$ cat src/hdl/drc_pkg.sv
// Shared widths, codes and reset values for the dirty rectangle coalescer.
// No dependencies; imported by the channel interfaces and the core.
`default_nettype none
package drc_pkg;
    localparam int COORD_W   = 14;
    localparam int SIZE_W    = 15;
    localparam int EDGE_W    = 15;
    localparam int IDX_OUT_W = 3;
    localparam int USED_W    = 4;
    localparam int THR_W     = 9;

    localparam logic [EDGE_W-1:0] EDGE_MAX  = 15'd16384;
    localparam logic [THR_W-1:0]  THR_RESET = 9'd135;
    localparam logic [6:0]        PCT_SCALE = 7'd100;

    localparam logic MODE_ADD   = 1'b0;
    localparam logic MODE_CLEAR = 1'b1;

    typedef logic [COORD_W-1:0]   t_coord;
    typedef logic [SIZE_W-1:0]    t_size;
    typedef logic [EDGE_W-1:0]    t_edge;
    typedef logic [IDX_OUT_W-1:0] t_idx_out;
    typedef logic [USED_W-1:0]    t_used;
    typedef logic [THR_W-1:0]     t_thr;
endpackage
`default_nettype wire

$ cat src/hdl/drc_in_if.sv
// Request channel of the coalescer: add or clear command with a rectangle.
// Depends on drc_pkg.
`default_nettype none
interface drc_in_if;
    import drc_pkg::*;
    logic   valid;
    logic   ready;
    logic   mode;
    t_coord rect_x;
    t_coord rect_y;
    t_size  rect_w;
    t_size  rect_h;

    modport source (output valid, mode, rect_x, rect_y, rect_w, rect_h, input ready);
    modport sink   (input valid, mode, rect_x, rect_y, rect_w, rect_h, output ready);
endinterface
`default_nettype wire

$ cat src/hdl/drc_out_if.sv
// Result channel of the coalescer: slot written and its new edges.
// Depends on drc_pkg.
`default_nettype none
interface drc_out_if;
    import drc_pkg::*;
    logic     valid;
    logic     ready;
    t_idx_out slot_index;
    t_edge    slot_left;
    t_edge    slot_top;
    t_edge    slot_right;
    t_edge    slot_bottom;
    logic     merged_flag;
    logic     ignored_flag;
    t_used    slots_used;

    modport source (output valid, slot_index, slot_left, slot_top, slot_right,
                    slot_bottom, merged_flag, ignored_flag, slots_used,
                    input ready);
    modport sink   (input valid, slot_index, slot_left, slot_top, slot_right,
                    slot_bottom, merged_flag, ignored_flag, slots_used,
                    output ready);
endinterface
`default_nettype wire

$ cat src/hdl/drc_cfg_if.sv
// Configuration write channel of the coalescer: merge threshold in percent.
// Depends on drc_pkg.
`default_nettype none
interface drc_cfg_if;
    import drc_pkg::*;
    logic valid;
    logic ready;
    t_thr data;

    modport source (output valid, data, input ready);
    modport sink   (input valid, data, output ready);
endinterface
`default_nettype wire

$ cat src/hdl/dirty_rect_coalescer_core.sv
// Dirty rectangle coalescer core: slot table, scan sequencer, shared multiplier.
// Depends on drc_pkg, drc_in_if, drc_out_if, drc_cfg_if.
//
//  port    dir  modport  carries
//  i_req   in   sink     mode, rect_x, rect_y, rect_w, rect_h
//  o_res   out  source   slot_index, edges, merged/ignored flags, slots_used
//  i_cfg   in   sink     merge threshold (percent), always ready
//
// Add: per occupied slot a read, union and summed areas and two cross products on
// the shared multiplier, then two threshold-test products; an empty table skips both,
// as does a clear or empty add. One request at a time; i_req.ready only when idle.
// Result sits in an output register; a new request is taken while it waits.
// Reset: synchronous active low, empties the table, threshold back to 135.
`default_nettype none
module dirty_rect_coalescer_core #(
    parameter int SLOT_COUNT = 8
) (
    input  wire    i_clk,
    input  wire    i_rst_n,
    drc_in_if.sink    i_req,
    drc_out_if.source o_res,
    drc_cfg_if.sink   i_cfg
);
    import drc_pkg::*;

    localparam int CW = $clog2(SLOT_COUNT + 1);
    localparam int IW = (SLOT_COUNT > 1) ? $clog2(SLOT_COUNT) : 1;
    localparam int AW = 2 * EDGE_W - 1;   // area, up to 2^28
    localparam int SW = 2 * EDGE_W;       // summed areas
    localparam int OW = 2 * SW;           // multiplier operand product

    localparam logic [3:0] S_IDLE = 4'd0;
    localparam logic [3:0] S_ANEW = 4'd1;
    localparam logic [3:0] S_RD   = 4'd2;
    localparam logic [3:0] S_MU   = 4'd3;
    localparam logic [3:0] S_MS   = 4'd4;
    localparam logic [3:0] S_MC1  = 4'd5;
    localparam logic [3:0] S_MC2  = 4'd6;
    localparam logic [3:0] S_CMP  = 4'd7;
    localparam logic [3:0] S_DEC1 = 4'd8;
    localparam logic [3:0] S_DEC2 = 4'd9;
    localparam logic [3:0] S_DEC3 = 4'd10;
    localparam logic [3:0] S_FIN  = 4'd11;

    logic [3:0]    r_state;
    logic [CW-1:0] r_cnt;
    logic [CW-1:0] r_idx;
    logic          r_ov;
    t_thr          r_thr;

    t_edge r_tl [SLOT_COUNT];
    t_edge r_tt [SLOT_COUNT];
    t_edge r_tr [SLOT_COUNT];
    t_edge r_tb [SLOT_COUNT];

    t_edge r_nl, r_nt, r_nr, r_nb, r_nw, r_nh;
    t_edge r_ul, r_ut, r_ur, r_ub, r_uw, r_uh, r_sw, r_sh;
    t_edge r_bl, r_bt, r_br, r_bb;
    logic [IW-1:0] r_bslot;
    logic [AW-1:0] r_anew, r_u, r_bu;
    logic [SW-1:0] r_s, r_bs;
    logic [OW-1:0] r_p1, r_p2;

    logic [IW-1:0] r_res_slot;
    t_edge         r_res_l, r_res_t, r_res_r, r_res_b;
    logic          r_res_merged, r_res_ignored;
    t_used         r_res_used;

    t_idx_out r_o_slot;
    t_edge    r_o_l, r_o_t, r_o_r, r_o_b;
    logic     r_o_merged, r_o_ignored;
    t_used    r_o_used;

    logic          w_acc, w_empty, w_load, w_take, w_merge, w_last;
    logic [EDGE_W:0] w_sum_r, w_sum_b;
    t_edge         w_r, w_b, w_sl, w_st, w_sr, w_sb, w_ul, w_ut, w_ur, w_ub;
    logic [SW-1:0] w_ma, w_mb;
    logic [OW-1:0] w_prod;
    logic [IW-1:0] w_wslot;

    assign i_req.ready = (r_state == S_IDLE);
    assign i_cfg.ready = 1'b1;
    assign w_acc   = i_req.valid && i_req.ready;
    assign w_empty = (i_req.rect_w == '0) || (i_req.rect_h == '0);
    assign w_load  = (r_state == S_FIN) && (!r_ov || o_res.ready);
    assign w_take  = (r_idx == '0) || (r_p1 < r_p2);
    assign w_last  = (r_idx + 1'b1) == r_cnt;
    assign w_merge = (r_cnt != '0) && ((r_p1 < r_p2) || (r_cnt == CW'(SLOT_COUNT)));
    assign w_wslot = w_merge ? r_bslot : r_cnt[IW-1:0];

    // new rectangle edges, saturated
    assign w_sum_r = {2'b00, i_req.rect_x} + {1'b0, i_req.rect_w};
    assign w_sum_b = {2'b00, i_req.rect_y} + {1'b0, i_req.rect_h};
    assign w_r = (w_sum_r > {1'b0, EDGE_MAX}) ? EDGE_MAX : w_sum_r[EDGE_W-1:0];
    assign w_b = (w_sum_b > {1'b0, EDGE_MAX}) ? EDGE_MAX : w_sum_b[EDGE_W-1:0];

    // one slot read per scan step
    assign w_sl = r_tl[r_idx[IW-1:0]];
    assign w_st = r_tt[r_idx[IW-1:0]];
    assign w_sr = r_tr[r_idx[IW-1:0]];
    assign w_sb = r_tb[r_idx[IW-1:0]];
    assign w_ul = (w_sl < r_nl) ? w_sl : r_nl;
    assign w_ut = (w_st < r_nt) ? w_st : r_nt;
    assign w_ur = (w_sr > r_nr) ? w_sr : r_nr;
    assign w_ub = (w_sb > r_nb) ? w_sb : r_nb;

    // shared multiplier
    always_comb begin
        w_ma = '0;
        w_mb = '0;
        case (r_state)
            S_ANEW: begin
                w_ma = SW'(r_nw);
                w_mb = SW'(r_nh);
            end
            S_MU: begin
                w_ma = SW'(r_uw);
                w_mb = SW'(r_uh);
            end
            S_MS: begin
                w_ma = SW'(r_sw);
                w_mb = SW'(r_sh);
            end
            S_MC1: begin
                w_ma = SW'(r_u);
                w_mb = r_bs;
            end
            S_MC2: begin
                w_ma = SW'(r_bu);
                w_mb = r_s;
            end
            S_DEC1: begin
                w_ma = SW'(r_bu);
                w_mb = SW'(PCT_SCALE);
            end
            S_DEC2: begin
                w_ma = SW'(r_thr);
                w_mb = r_bs;
            end
            default: begin
                w_ma = '0;
                w_mb = '0;
            end
        endcase
    end
    assign w_prod = w_ma * w_mb;

    // control
    always_ff @(posedge i_clk) begin
        if (!i_rst_n) begin
            r_state <= S_IDLE;
            r_cnt   <= '0;
            r_idx   <= '0;
            r_ov    <= 1'b0;
            r_thr   <= THR_RESET;
        end else begin
            if (i_cfg.valid && i_cfg.ready) begin
                r_thr <= i_cfg.data;
            end
            if (w_load) begin
                r_ov <= 1'b1;
            end else if (o_res.ready) begin
                r_ov <= 1'b0;
            end
            case (r_state)
                S_IDLE: begin
                    if (w_acc) begin
                        if (i_req.mode == MODE_CLEAR) begin
                            r_cnt   <= '0;
                            r_state <= S_FIN;
                        end else if (w_empty) begin
                            r_state <= S_FIN;
                        end else begin
                            r_state <= S_ANEW;
                        end
                    end
                end
                S_ANEW: begin
                    r_idx   <= '0;
                    r_state <= (r_cnt == '0) ? S_DEC3 : S_RD;
                end
                S_RD:   r_state <= S_MU;
                S_MU:   r_state <= S_MS;
                S_MS:   r_state <= S_MC1;
                S_MC1:  r_state <= S_MC2;
                S_MC2:  r_state <= S_CMP;
                S_CMP: begin
                    r_idx   <= r_idx + 1'b1;
                    r_state <= w_last ? S_DEC1 : S_RD;
                end
                S_DEC1: r_state <= S_DEC2;
                S_DEC2: r_state <= S_DEC3;
                S_DEC3: begin
                    if (!w_merge) begin
                        r_cnt <= r_cnt + 1'b1;
                    end
                    r_state <= S_FIN;
                end
                S_FIN: begin
                    if (w_load) begin
                        r_state <= S_IDLE;
                    end
                end
                default: r_state <= S_IDLE;
            endcase
        end
    end

    // datapath and slot table
    always_ff @(posedge i_clk) begin
        case (r_state)
            S_IDLE: begin
                if (w_acc) begin
                    r_nl <= {1'b0, i_req.rect_x};
                    r_nt <= {1'b0, i_req.rect_y};
                    r_nr <= w_r;
                    r_nb <= w_b;
                    r_nw <= w_r - {1'b0, i_req.rect_x};
                    r_nh <= w_b - {1'b0, i_req.rect_y};
                    r_res_slot    <= '0;
                    r_res_l       <= '0;
                    r_res_t       <= '0;
                    r_res_r       <= '0;
                    r_res_b       <= '0;
                    r_res_merged  <= 1'b0;
                    r_res_ignored <= 1'b1;
                    r_res_used    <= (i_req.mode == MODE_CLEAR) ? '0 : USED_W'(r_cnt);
                end
            end
            S_ANEW: r_anew <= AW'(w_prod);
            S_RD: begin
                r_ul <= w_ul;
                r_ut <= w_ut;
                r_ur <= w_ur;
                r_ub <= w_ub;
                r_uw <= w_ur - w_ul;
                r_uh <= w_ub - w_ut;
                r_sw <= w_sr - w_sl;
                r_sh <= w_sb - w_st;
            end
            S_MU:  r_u  <= AW'(w_prod);
            S_MS:  r_s  <= SW'(w_prod) + SW'(r_anew);
            S_MC1: r_p1 <= w_prod;
            S_MC2: r_p2 <= w_prod;
            S_CMP: begin
                if (w_take) begin
                    r_bu    <= r_u;
                    r_bs    <= r_s;
                    r_bslot <= r_idx[IW-1:0];
                    r_bl    <= r_ul;
                    r_bt    <= r_ut;
                    r_br    <= r_ur;
                    r_bb    <= r_ub;
                end
            end
            S_DEC1: r_p1 <= w_prod;
            S_DEC2: r_p2 <= w_prod;
            S_DEC3: begin
                r_res_slot    <= w_wslot;
                r_res_merged  <= w_merge;
                r_res_ignored <= 1'b0;
                if (w_merge) begin
                    r_tl[w_wslot] <= r_bl;
                    r_tt[w_wslot] <= r_bt;
                    r_tr[w_wslot] <= r_br;
                    r_tb[w_wslot] <= r_bb;
                    r_res_l       <= r_bl;
                    r_res_t       <= r_bt;
                    r_res_r       <= r_br;
                    r_res_b       <= r_bb;
                    r_res_used    <= USED_W'(r_cnt);
                end else begin
                    r_tl[w_wslot] <= r_nl;
                    r_tt[w_wslot] <= r_nt;
                    r_tr[w_wslot] <= r_nr;
                    r_tb[w_wslot] <= r_nb;
                    r_res_l       <= r_nl;
                    r_res_t       <= r_nt;
                    r_res_r       <= r_nr;
                    r_res_b       <= r_nb;
                    r_res_used    <= USED_W'(CW'(r_cnt + 1'b1));
                end
            end
            default: ;
        endcase
        if (w_load) begin
            r_o_slot    <= IDX_OUT_W'(r_res_slot);
            r_o_l       <= r_res_l;
            r_o_t       <= r_res_t;
            r_o_r       <= r_res_r;
            r_o_b       <= r_res_b;
            r_o_merged  <= r_res_merged;
            r_o_ignored <= r_res_ignored;
            r_o_used    <= r_res_used;
        end
    end

    assign o_res.valid        = r_ov;
    assign o_res.slot_index   = r_o_slot;
    assign o_res.slot_left    = r_o_l;
    assign o_res.slot_top     = r_o_t;
    assign o_res.slot_right   = r_o_r;
    assign o_res.slot_bottom  = r_o_b;
    assign o_res.merged_flag  = r_o_merged;
    assign o_res.ignored_flag = r_o_ignored;
    assign o_res.slots_used   = r_o_used;

    a_cnt_bound: assert property (@(posedge i_clk) disable iff (!i_rst_n)
        r_cnt <= CW'(SLOT_COUNT))
        else $error("slot count above table size");

    a_full_merges: assert property (@(posedge i_clk) disable iff (!i_rst_n)
        (r_state == S_DEC3 && r_cnt == CW'(SLOT_COUNT)) |=> r_res_merged)
        else $error("full table did not merge");

    a_scan_range: assert property (@(posedge i_clk) disable iff (!i_rst_n)
        (r_state == S_RD) |-> (r_idx < r_cnt))
        else $error("scan index past occupied slots");

    a_clear_empties: assert property (@(posedge i_clk) disable iff (!i_rst_n)
        (w_acc && i_req.mode == MODE_CLEAR) |=> (r_cnt == '0 && r_state == S_FIN))
        else $error("clear did not empty table");
endmodule
`default_nettype wire

$ cat src/flat_wrapper.sv
// flat-port wrapper written by rule: the top's interface ports become plain ports
module dirty_rect_coalescer_core_flat import drc_pkg::*;
#(
    parameter int SLOT_COUNT = 8
)
  (i_clk, i_rst_n, i_req_valid, i_req_mode, i_req_rect_x, i_req_rect_y, i_req_rect_w, i_req_rect_h, i_req_ready, o_res_valid, o_res_slot_index, o_res_slot_left, o_res_slot_top, o_res_slot_right, o_res_slot_bottom, o_res_merged_flag, o_res_ignored_flag, o_res_slots_used, o_res_ready, i_cfg_valid, i_cfg_data, i_cfg_ready);
  drc_in_if i_req_i ();
  drc_out_if o_res_i ();
  drc_cfg_if i_cfg_i ();
  input  wire i_clk;
  input  wire i_rst_n;
  input wire logic [$bits(i_req_i.valid)-1:0] i_req_valid;
  input wire logic [$bits(i_req_i.mode)-1:0] i_req_mode;
  input wire logic [$bits(i_req_i.rect_x)-1:0] i_req_rect_x;
  input wire logic [$bits(i_req_i.rect_y)-1:0] i_req_rect_y;
  input wire logic [$bits(i_req_i.rect_w)-1:0] i_req_rect_w;
  input wire logic [$bits(i_req_i.rect_h)-1:0] i_req_rect_h;
  output wire logic [$bits(i_req_i.ready)-1:0] i_req_ready;
  output wire logic [$bits(o_res_i.valid)-1:0] o_res_valid;
  output wire logic [$bits(o_res_i.slot_index)-1:0] o_res_slot_index;
  output wire logic [$bits(o_res_i.slot_left)-1:0] o_res_slot_left;
  output wire logic [$bits(o_res_i.slot_top)-1:0] o_res_slot_top;
  output wire logic [$bits(o_res_i.slot_right)-1:0] o_res_slot_right;
  output wire logic [$bits(o_res_i.slot_bottom)-1:0] o_res_slot_bottom;
  output wire logic [$bits(o_res_i.merged_flag)-1:0] o_res_merged_flag;
  output wire logic [$bits(o_res_i.ignored_flag)-1:0] o_res_ignored_flag;
  output wire logic [$bits(o_res_i.slots_used)-1:0] o_res_slots_used;
  input wire logic [$bits(o_res_i.ready)-1:0] o_res_ready;
  input wire logic [$bits(i_cfg_i.valid)-1:0] i_cfg_valid;
  input wire logic [$bits(i_cfg_i.data)-1:0] i_cfg_data;
  output wire logic [$bits(i_cfg_i.ready)-1:0] i_cfg_ready;
  assign i_req_i.valid = i_req_valid;
  assign i_req_i.mode = i_req_mode;
  assign i_req_i.rect_x = i_req_rect_x;
  assign i_req_i.rect_y = i_req_rect_y;
  assign i_req_i.rect_w = i_req_rect_w;
  assign i_req_i.rect_h = i_req_rect_h;
  assign i_req_ready = i_req_i.ready;
  assign o_res_valid = o_res_i.valid;
  assign o_res_slot_index = o_res_i.slot_index;
  assign o_res_slot_left = o_res_i.slot_left;
  assign o_res_slot_top = o_res_i.slot_top;
  assign o_res_slot_right = o_res_i.slot_right;
  assign o_res_slot_bottom = o_res_i.slot_bottom;
  assign o_res_merged_flag = o_res_i.merged_flag;
  assign o_res_ignored_flag = o_res_i.ignored_flag;
  assign o_res_slots_used = o_res_i.slots_used;
  assign o_res_i.ready = o_res_ready;
  assign i_cfg_i.valid = i_cfg_valid;
  assign i_cfg_i.data = i_cfg_data;
  assign i_cfg_ready = i_cfg_i.ready;
  dirty_rect_coalescer_core #(.SLOT_COUNT(SLOT_COUNT)) u_core (.i_clk(i_clk), .i_rst_n(i_rst_n), .i_req(i_req_i), .o_res(o_res_i), .i_cfg(i_cfg_i));
endmodule
$ cat config.mk
export PLATFORM = sky130hd
export DESIGN_NAME = dirty_rect_coalescer_core_flat
export DESIGN_NICKNAME = d
export VERILOG_FILES = /design/src/hdl/drc_pkg.sv /design/src/hdl/drc_in_if.sv /design/src/hdl/drc_out_if.sv /design/src/hdl/drc_cfg_if.sv /design/src/hdl/dirty_rect_coalescer_core.sv /design/src/flat_wrapper.sv
export SDC_FILE = /design/constraint.sdc
export NUM_CORES = 2
export LEC_CHECK = 0
export BUFFER_PORTS_ARGS = -buffer_cell sky130_fd_sc_hd__buf_2
export CORE_MARGIN = 2
export CORE_UTILIZATION = 45
export CTS_CLUSTER_SIZE = 8
export DETAILED_ROUTE_END_ITERATION = 7
export PLACE_DENSITY_LB_ADDON = 0.08
export RECOVER_POWER = 25
export SYNTH_ARGS = -nofsm -noshare
export SYNTH_HDL_FRONTEND = slang
export SYNTH_SLANG_ARGS = --single-unit
$ cat constraint.sdc
create_clock -name i_clk -period 25.1 [get_ports i_clk]
set_clock_uncertainty 0.15 [all_clocks]
set_input_delay 1.255 -clock i_clk [delete_from_list [all_inputs] [get_ports i_clk]]
set_output_delay 1.255 -clock i_clk [all_outputs]
set_load 0.005 [all_outputs]
==> insert_results.sql <==
INSERT INTO impl_metrics (metric_group, metric, value, unit) VALUES
('status', 'run_status', 'finished, violations left', ''),
('status', 'violated_checks', 'capacitance limit, slew limit', ''),
('worst_setup_path', 'worstSetupEndpoint', 'u_core.r_s[29]', ''),
('place', 'gp_congestion', '0.9759', ''),
('synthesis', 'synthesis.area', '80150', 'µm²'),
('clock_network', 'post_cts_buffers', '0', ''),
('worst_setup_path', 'critPathSlowestCell', 'sky130_fd_sc_hd__clkbuf_1', ''),
('synthesis', 'ys_seq_area_share', '43.86', '%'),
('clock_network', 'clock_tree.htree_level_count', '4', ''),
('drt', 'detail_route.wirelength.met1', '100.9', 'mm'),
('timing', 'final_max_slew_viol_count', '458', ''),
('drt', 'detail_route.vias_per_cell', '5.597', ''),
('final_layout', 'number_of_filler_instances_in_the_final_layout', '15750', ''),
('synthesis', 'postSynth.topFlopCell', 'sky130_fd_sc_hd__edfxtp_1', ''),
('drt', 'dr_wl_met2', '116.8', 'mm'),
('worst_setup_path', 'r2r_end', 'u_core.r_s[29]', ''),
('final_layout', 'mostFrequentLayoutCell', 'sky130_fd_sc_hd__edfxtp_1', ''),
('clock_network', 'numCtsBuffers', '168', ''),
('timing', 'max_clock_freq', '0.07258', 'GHz'),
('drt', 'aggregate_routed_wire_length', '244.2', 'mm'),
('synthesis', 'synth-seq-cells', '1179', ''),
('power', 'power_density_cells', '116.2', 'nW/µm²'),
('final_layout', 'area_growth', '10.53', '%'),
('synthesis', 'ys_warnings', '0', ''),
('floorplanning', 'placementRows', '154', ''),
('synthesis', 'yosysTopAreaCellShare', '43.24', '%'),
('worst_setup_path', 'crit_path_end_kind', 'flop', ''),
('synthesis', 'number_of_enable_flip_flop_cells_after_synthesis', '1154', ''),
('power', 'total_power', '10.29', 'mW'),
('final_layout', 'final-instance-count-excl-fill', '9287', ''),
('grt', 'grt_max_degree', '123', ''),
('clock_network', 'clockBufferDepth', '3', ''),
('synthesis', 'ys_types', '84', ''),
('grt', 'grt_first_pass_wirelength', '361.1', 'mm'),
('timing', 'post-route-min-period', '13780', 'ps'),
('timing', 'post-route-period-util', '54.89', '%'),
('clock_network', 'cts_resized', '0', ''),
('floorplanning', 'core_area', '176500', 'µm²'),
('grt', 'track_usage', '27.40', '%'),
('floorplanning', 'initial_utilization', '45.41', '%'),
('worst_setup_path', 'critical_path_required', '25460', 'ps'),
('worst_setup_path', 'worst_path_dominant_cell_family', 'adder cells', ''),
('timing', 'report.final.hold_viol_count', '0', ''),
('drt', 'highest-signal-layer', 'met5', ''),
('worst_setup_path', 'worst_r2r_path_depth', '38', ''),
('drt', 'met3WireLength', '13.62', 'mm'),
('worst_setup_path', 'start_kind', 'flop', ''),
('timing', 'whs', '254.3', 'ps'),
('synthesis', 'async_sr_flop_fraction', '0', '%'),
('worst_setup_path', 'cp_num_buf_inv', '6', ''),
('worst_setup_path', 'criticalPathCategory', 'reg2reg', ''),
('worst_setup_path', 'crit_path_max_incr_delay', '2430', 'ps'),
('place', 'postPlaceCellArea', '83980', 'µm²'),
('floorplanning', 'die-height', '426.0', 'µm'),
('place', 'pre_cts_ws', '12690', 'ps'),
('final_layout', 'layout.cells.most_common_list', 'sky130_fd_sc_hd__edfxtp_1 (1154), sky130_fd_sc_hd__inv_1 (1025), sky130_fd_sc_hd__nand2_1 (802)', ''),
('floorplanning', 'dieWidth', '426.0', 'µm'),
('drt', 'routed-via-count', '51980', ''),
('power', 'static-leakage-power', '35.31', 'nW'),
('clock_network', 'cts-root-buf', 'sky130_fd_sc_hd__clkbuf_16', ''),
('worst_setup_path', 'worst-endpoint-arrival', '14140', 'ps'),
('job', 'cap_violations', '11', ''),
('synthesis', 'yosysTopAreaCell', 'sky130_fd_sc_hd__edfxtp_1', ''),
('drt', 'initialDrtViolationCount', '4629', ''),
('worst_setup_path', 'crit_start', 'u_core.r_state[0]', ''),
('drt', 'wl_per_cell', '26.29', 'µm'),
('timing', 'max_slew.worst_pin.slew', '3696', 'ps'),
('final_layout', 'layout.nets', '8215', ''),
('clock_network', 'tritoncts', 'built', ''),
('timing', 'report.final.setup_viol', '0', ''),
('grt', 'global_route.overflow_total', '0', '');
where the power goes:
group          leakage, nW  switching (mW)  total, mW  internal (mW)
Sequential            10.7           0.140       3.00           2.86
Combinational         22.3            3.49       5.21           1.72
Clock                 2.29           0.848       2.08           1.23
flip-flops by register name (all words and copies together) (netlist names), 30 cells and up, named ones only:
register and flops:
u_core.r_tb 120, u_core.r_tl 120, u_core.r_tr 120, u_core.r_tt 120, u_core.r_p1 59, u_core.r_p2 59
u_core.r_bs 30, u_core.r_s 30
how the worst min path moves through the flow:
| stage | start | end | cells after the start |
|---|---|---|---|
| floorplan | u_core.r_res_ignored | u_core.o_res.ignored_flag | 0 |
| global placement | u_core.r_ur[11] | u_core.r_br[11] | 0 |
| detailed placement | u_core.r_res_r[14] | u_core.o_res.slot_right[14] | 0 |
| CTS | u_core.r_ut[11] | u_core.r_bt[11] | 0 |
| global route | u_core.r_ul[12] | u_core.r_bl[12] | 0 |
| finish | u_core.r_ut[11] | u_core.r_bt[11] | 0 |
logic make-up (layout without fill, tap and decap cells):
kind of cell	after synthesis	in the layout	share of synthesized area [%]
XOR/XNOR	152	152	1.661
AND/OR/NAND/NOR	1693	1693	9.012
adder cells (fa/ha/maj)	1264	1264	26.85
flip-flops	1179	1179	43.86
other	2	5	0.009370
buffers and inverters	1290	1546	6.155
AO/OA/AOI/OAI	790	790	6.371
multiplexers	318	318	6.079
layout make-up:
type / count / area (µm²) / area share, %
Multi-Input combinational cell: 4220 / 40220 / 45.40
Sequential cell: 1179 / 35170 / 39.69
Clock buffer: 213 / 4394 / 4.960
Inverter: 1026 / 3852 / 4.349
Tap cell: 2340 / 2928 / 3.305
Timing Repair Buffer: 283 / 1659 / 1.873
Clock inverter: 24 / 364.1 / 0.4110
Antenna cell: 2 / 5.005 / 0.005649
synthesized netlist by cell type, types with 9 or more instances:
master	count
sky130_fd_sc_hd__edfxtp_1	1154
sky130_fd_sc_hd__inv_1	1025
sky130_fd_sc_hd__nand2_1	803
sky130_fd_sc_hd__fa_1	760
sky130_fd_sc_hd__nor2_1	533
sky130_fd_sc_hd__ha_1	504
sky130_fd_sc_hd__a21oi_1	262
sky130_fd_sc_hd__clkbuf_1	227
sky130_fd_sc_hd__o21ai_0	130
sky130_fd_sc_hd__mux2_2	121
sky130_fd_sc_hd__mux4_2	113
sky130_fd_sc_hd__xnor2_1	102
sky130_fd_sc_hd__a21o_1	80
sky130_fd_sc_hd__mux2i_1	75
sky130_fd_sc_hd__nor2b_1	62
sky130_fd_sc_hd__a22oi_1	58
sky130_fd_sc_hd__nand3_1	57
sky130_fd_sc_hd__xor2_1	50
sky130_fd_sc_hd__nand4_1	45
sky130_fd_sc_hd__nor3_1	45
sky130_fd_sc_hd__o21a_1	35
sky130_fd_sc_hd__a21boi_0	34
sky130_fd_sc_hd__and3_1	31
sky130_fd_sc_hd__a22o_1	30
sky130_fd_sc_hd__nand2b_1	29
sky130_fd_sc_hd__dfxtp_1	25
sky130_fd_sc_hd__and4_1	21
sky130_fd_sc_hd__buf_1	21
sky130_fd_sc_hd__a31oi_1	19
sky130_fd_sc_hd__or2_2	18
sky130_fd_sc_hd__a211oi_1	16
sky130_fd_sc_hd__nor4_1	15
sky130_fd_sc_hd__o21bai_1	15
sky130_fd_sc_hd__a222oi_1	12
sky130_fd_sc_hd__o211ai_1	11
sky130_fd_sc_hd__or3_1	9
per-layer routing:
metal | vias up | track usage [%]
met4 | 2 | 12.55
met3 | 472 | 4.111
li1 | 23020 | -
met1 | 26780 | 35.78
met5 | - | 0
met2 | 1705 | 45.19
Note: power is estimated with default switching activity, not from simulation.
